==> src/ncc_pkg.sv <==
// Shared constants, status codes and controller/datapath handshake types.
`default_nettype none
package ncc_pkg;

   localparam int MAX_SAMPLES_DEF = 65536;
   localparam int SAMPLE_BITS_DEF = 16;

   localparam int SUM_BITS  = 33;
   localparam int SQ_BITS   = 49;
   localparam int WORD_BITS = 64;
   localparam int PROD_BITS = 128;
   localparam int Q_BITS    = 63;
   localparam int REM_BITS  = 125;
   localparam int ROOT_BITS = 32;
   localparam int SREM_BITS = 34;

   localparam int MUL_STEPS  = 64;
   localparam int DIV_STEPS  = 63;
   localparam int SQRT_STEPS = 32;
   localparam int STEP_BITS  = 7;

   localparam logic [1:0] STATUS_OK       = 2'd0;
   localparam logic [1:0] STATUS_FEW      = 2'd1;
   localparam logic [1:0] STATUS_ZERO_VAR = 2'd2;
   localparam logic [1:0] STATUS_OVERFLOW = 2'd3;

   // multiply operations, in issue order
   localparam logic [2:0] OP_N_SAA  = 3'd0;
   localparam logic [2:0] OP_SA_SA  = 3'd1;
   localparam logic [2:0] OP_N_SBB  = 3'd2;
   localparam logic [2:0] OP_SB_SB  = 3'd3;
   localparam logic [2:0] OP_N_SAB  = 3'd4;
   localparam logic [2:0] OP_SA_SB  = 3'd5;
   localparam logic [2:0] OP_VA_VB  = 3'd6;
   localparam logic [2:0] OP_C_C    = 3'd7;

   typedef struct packed {
      logic       take;
      logic       mul_load;
      logic       mul_step;
      logic       mul_store;
      logic [2:0] mul_op;
      logic       div_step;
      logic       sqrt_load;
      logic       sqrt_step;
      logic       emit;
      logic [1:0] emit_status;
   } ncc_cmd_type;

   typedef struct packed {
      logic s1_valid;
      logic s1_last;
      logic overflowed;
      logic few;
      logic zero_var;
      logic out_free;
   } ncc_stat_type;

endpackage
`default_nettype wire

==> src/ncc_ctrl.sv <==
// Sequencer: accumulate, then run the multiply, divide and root steps.
`default_nettype none
module ncc_ctrl
   import ncc_pkg::*;
(
   input  wire logic         clock,
   input  wire logic         reset,
   input  wire logic         req_valid,
   output      logic         req_ready,
   input  wire ncc_stat_type stat,
   output      ncc_cmd_type  cmd
);

   typedef enum logic [8:0] {
      ST_ACCUM  = 9'b000000001,
      ST_CHECK  = 9'b000000010,
      ST_MLOAD  = 9'b000000100,
      ST_MRUN   = 9'b000001000,
      ST_MSTORE = 9'b000010000,
      ST_DIV    = 9'b000100000,
      ST_SLOAD  = 9'b001000000,
      ST_SQRT   = 9'b010000000,
      ST_EMIT   = 9'b100000000
   } ncc_state_type;

   ncc_state_type        state_ff, state_in;
   logic [STEP_BITS-1:0] step_ff, step_in;
   logic [2:0]           op_ff, op_in;
   logic [1:0]           status_ff, status_in;

   assign req_ready = (state_ff == ST_ACCUM) && !(stat.s1_valid && stat.s1_last);

   always_comb begin
      state_in  = state_ff;
      step_in   = step_ff;
      op_in     = op_ff;
      status_in = status_ff;
      cmd             = '0;
      cmd.take        = req_valid && req_ready;
      cmd.mul_op      = op_ff;
      cmd.emit_status = status_ff;
      case (state_ff)
         ST_ACCUM: begin
            if (stat.s1_valid && stat.s1_last) begin
               state_in = ST_CHECK;
            end
         end
         ST_CHECK: begin
            if (stat.overflowed) begin
               status_in = STATUS_OVERFLOW;
               state_in  = ST_EMIT;
            end else if (stat.few) begin
               status_in = STATUS_FEW;
               state_in  = ST_EMIT;
            end else begin
               op_in    = OP_N_SAA;
               state_in = ST_MLOAD;
            end
         end
         ST_MLOAD: begin
            if (op_ff == OP_VA_VB && stat.zero_var) begin
               status_in = STATUS_ZERO_VAR;
               state_in  = ST_EMIT;
            end else begin
               cmd.mul_load = 1'b1;
               step_in      = '0;
               state_in     = ST_MRUN;
            end
         end
         ST_MRUN: begin
            cmd.mul_step = 1'b1;
            step_in      = step_ff + 1'b1;
            if (step_ff == STEP_BITS'(MUL_STEPS - 1)) begin
               state_in = ST_MSTORE;
            end
         end
         ST_MSTORE: begin
            cmd.mul_store = 1'b1;
            step_in       = '0;
            if (op_ff == OP_C_C) begin
               state_in = ST_DIV;
            end else begin
               op_in    = op_ff + 1'b1;
               state_in = ST_MLOAD;
            end
         end
         ST_DIV: begin
            cmd.div_step = 1'b1;
            step_in      = step_ff + 1'b1;
            if (step_ff == STEP_BITS'(DIV_STEPS - 1)) begin
               state_in = ST_SLOAD;
            end
         end
         ST_SLOAD: begin
            cmd.sqrt_load = 1'b1;
            step_in       = '0;
            state_in      = ST_SQRT;
         end
         ST_SQRT: begin
            cmd.sqrt_step = 1'b1;
            step_in       = step_ff + 1'b1;
            if (step_ff == STEP_BITS'(SQRT_STEPS - 1)) begin
               status_in = STATUS_OK;
               state_in  = ST_EMIT;
            end
         end
         ST_EMIT: begin
            if (stat.out_free) begin
               cmd.emit = 1'b1;
               state_in = ST_ACCUM;
            end
         end
         default: begin
            state_in = ST_ACCUM;
         end
      endcase
   end

   always_ff @(posedge clock) begin
      if (reset) begin
         state_ff  <= ST_ACCUM;
         step_ff   <= '0;
         op_ff     <= OP_N_SAA;
         status_ff <= STATUS_OK;
      end else begin
         state_ff  <= state_in;
         step_ff   <= step_in;
         op_ff     <= op_in;
         status_ff <= status_in;
      end
   end

endmodule
`default_nettype wire

==> config.mk <==
export PLATFORM = sky130hd
export DESIGN_NAME = ncc_ctrl
export DESIGN_NICKNAME = d
export VERILOG_FILES = /design/src/ncc_pkg.sv /design/src/ncc_ctrl.sv
export SDC_FILE = /design/constraint.sdc
export NUM_CORES = 1
export LEC_CHECK = 0
export BUFFER_PORTS_ARGS = -buffer_cell sky130_fd_sc_hd__buf_2
export CAP_MARGIN = 20
export CORE_AREA = 2 2 47 60
export DETAILED_ROUTE_END_ITERATION = 10
export DIE_AREA = 0 0 49 62
export HOLD_SLACK_MARGIN = 0.1
export MAX_ROUTING_LAYER = met4
export PLACE_DENSITY = 0.76
export REMOVE_ABC_BUFFERS = 1
export SLEW_MARGIN = 15
export SYNTH_ARGS = -nofsm -noshare
export SYNTH_HDL_FRONTEND = slang
export SYNTH_SLANG_ARGS = --single-unit
==> constraint.sdc <==
create_clock -name clock -period 2.6 [get_ports clock]
set_clock_uncertainty 0.1 [all_clocks]
set_input_delay 0.39 -clock clock [delete_from_list [all_inputs] [get_ports clock]]
set_output_delay 0.39 -clock clock [all_outputs]
set_load 0.03 [all_outputs]
==> results_dict.tcl <==
set metrics [dict create \
    start_util_pct 51.1 \
    avgRoutedWirePerCell_um 13.6 \
    drt_wl_total_um 2970 \
    n_antenna_cell 0 \
    max_cap_viol_count 0 \
    fp.dieH_um 62 \
    io_buffers 22 \
    clockBufferDepth 2 \
    timing.final.ws_setup_ns 0.0684 \
    critPathKind "register to primary output" \
    cts_inserted_buffers 3 \
    worstHoldPathType "input port to register" \
    synth.most_common_cell "nor2_1" \
    fin_crit_sh_pct 97.4 \
    p_switching_uw 303 \
    avgSynthCellArea_um2 7.98 \
    synth_common_cells "nor2_1 (22), dfxtp_1 (21), a21oi_1 (11), nand2_1 (11), nand3_1 (9)" \
    p_int_uw 514 \
    postLayoutCoreUtil_pct 58.3 \
    crit_arrival_ns 2.04 \
    syn_area_um2 1300 \
    share_seq_of_total_power_pct 46.3 \
    final.setup.tns_ns 0 \
    ys_seq_area_share_pct 32.3 \
    fin_hold_ws_ns 0.273 \
    first_pass_iters 4 \
    gp_congestion 0.944 \
    synth_edf_count 0 \
    relSlewSlack_pct 67.4 \
    synthFlopType "dfxtp_1" \
    synthTopCellsByArea "dfxtp_1 (32%), nor2_1 (6.3%), ha_1 (4.8%), a21oi_1 (4.2%), nand3_1 (3.5%)" \
    worst_pin_slew_ns 0.489 \
    start_kind "register" \
    endpoint_kind "primary output" \
    drtIter0Drc 27 \
    synth.ff_latch_count 21 \
    fmax_ghz 0.395 \
    p_clk_share_pct 19.7 \
    swShare_pct 37.1 \
    status "complete, no violations" \
    yosys_warnings 0 \
    grt_pass1_wl_um 4820 \
    startpoint "state_ff[4]$_SDFFE_PP0P_" \
    critPathMaxFanout 8 \
    h-tree-depth 1 \
    fin_crit_ns 2.53 \
    areaGrowthSynthToFinish_pct 14.2 \
    layout.nets 199 \
    synth_top_area_cell "dfxtp_1" \
    r2r_start "step_ff[0]$_SDFFE_PP0P_" \
    fillers 242 \
    cts_num_sinks 21 \
    dp_slack_ns 0.201 \
    finalHoldViolations 0 \
    grt_pass1_vias 1158 \
    grt_start_max_net_pins 20 \
    min_from "stat[0]" \
    required_ns 2.11 \
    drtAntennaViolNets 0 \
    synth.distinct_cells 45 \
    synth_top_area_share_pct 32.3 \
    clk_latency_ns 0.30 \
    rsz0062_at_grt "yes" \
    dp_hpwl_um 2240 \
    core.rowCount 21 \
    powerDensity_nw_per_um2 550 \
    vdd_drop_max_mv 0.325 \
    leakage_nw 0.599 \
    setup_viol 0 \
    drive_gt1_share_pct 22.8 \
    combPwrFrac_pct 34.0 \
    coreArea_um2 2550 \
    vias_per_cell 5.83 \
    cts_root_buf "clkbuf_4" \
    hold_buffers 0 \
    syn_inst 163 \
    postSynth.asyncResetShare_pct 0 \
    antenna_found_initial 0 \
    vias 1270 \
    die-area_um2 3040 \
    fp.dieW_um 49 \
    grt_use_total_pct 20.9 \
    power_uw 817 \
    drc 0 \
    clkSlewWorstSetupHoldPaths_ns 0.12 \
    grt_overflow 0 \
    cts_tree "done" \
    pin_count 23 \
    drv_slew 0 \
]
-- sequential cells by signal, indices dropped and copies added (netlist names) --
signal,count
op_ff,3
step_ff,7
state_ff,9
status_ff,2
-- worst paths after layout --
kind / to / slack, ns / depth (start not counted)
max: cmd[12] / 0.07 / 6
min: state_ff[8]$_SDFFE_PP0P_ / 0.27 / 3
max reg2reg: state_ff[6]$_SDFFE_PP0P_ / 0.22 / 7
min reg2reg: status_ff[1]$_SDFFE_PP0P_ / 0.36 / 2
-- cell families (layout without fill, tap and decap cells) --
family,count (synthesis),count (layout),share of synthesized area (%)
XOR/XNOR,4,4,2.69
AO/OA/AOI/OAI,39,39,20.8
buffers and inverters,15,36,5.67
flip-flops,21,21,32.3
adder cells (fa/ha/maj),5,5,4.81
AND/OR/NAND/NOR,79,79,33.8
-- through the flow --
step | instance area [µm²] | std cells
finish | 1490 | 218
CTS | 1470 | 218
global route | 1490 | 218
floorplan | 1260 | 156
detailed placement | 1420 | 213
global placement | 1420 | 213
-- per-layer routing --
metal	global-route usage (%)	vias to the layer above	wire (µm)
met5	-	-	0
met4	9.39	0	39
met3	2.15	4	59
met2	40.7	18	1610
met1	21.6	608	1260
li1	-	640	-
-- cells in the final DEF, fill, tap and decap left out, types with 3 or more instances in the layout --
master and n:
nor2_1 22, buf_2 21, dfxtp_1 18, nand2_1 11, a21oi_1 11, nand3_1 9
inv_1 8, nand2b_1 6, o21ai_0 6, ha_1 5, nor3_1 4, or3_1 4
a31oi_1 4, a311oi_1 4, nand4_1 3, and2_1 3, clkbuf_4 3, buf_4 3
-- power by group through the flow --
| stage | Combinational, mW | Sequential (mW) | Clock, mW |
|---|---|---|---|
| 6_report | 0.278 | 0.378 | 0.161 |
| 3_5_place_dp | 0.238 | 0.382 | 0 |
| 2_1_floorplan | 0.175 | 0.379 | 0 |
| 3_3_place_gp | 0.229 | 0.379 | 0 |
| 4_1_cts | 0.276 | 0.375 | 0.168 |
| 5_1_grt | 0.302 | 0.383 | 0.181 |
-- worst max-delay path, stage by stage (launching register included) --
cell     delay, ns
dfxtp_4       0.40
nor4_4        0.28
nand2_1       0.12
or4b_4        0.52
a21oi_4       0.14
and2_1        0.13
buf_4         0.15
-- layout make-up --
type | instances | area (µm²) | area share, %
Sequential cell | 21 | 427 | 28.7
Clock buffer | 3 | 22.5 | 1.52
Tap cell | 34 | 42.5 | 2.86
Clock inverter | 1 | 5.00 | 0.337
Multi-Input combinational cell | 127 | 832 | 56.0
Timing Repair Buffer | 24 | 128 | 8.59
Inverter | 8 | 30.0 | 2.02
-- repair_timing --
item,4_1_cts,5_1_grt
pin swaps,0,1
endpoints found under the setup margin,2,3
setup buffers,1,0
resized for setup,5,4
Power figures use the tool's default switching activity.
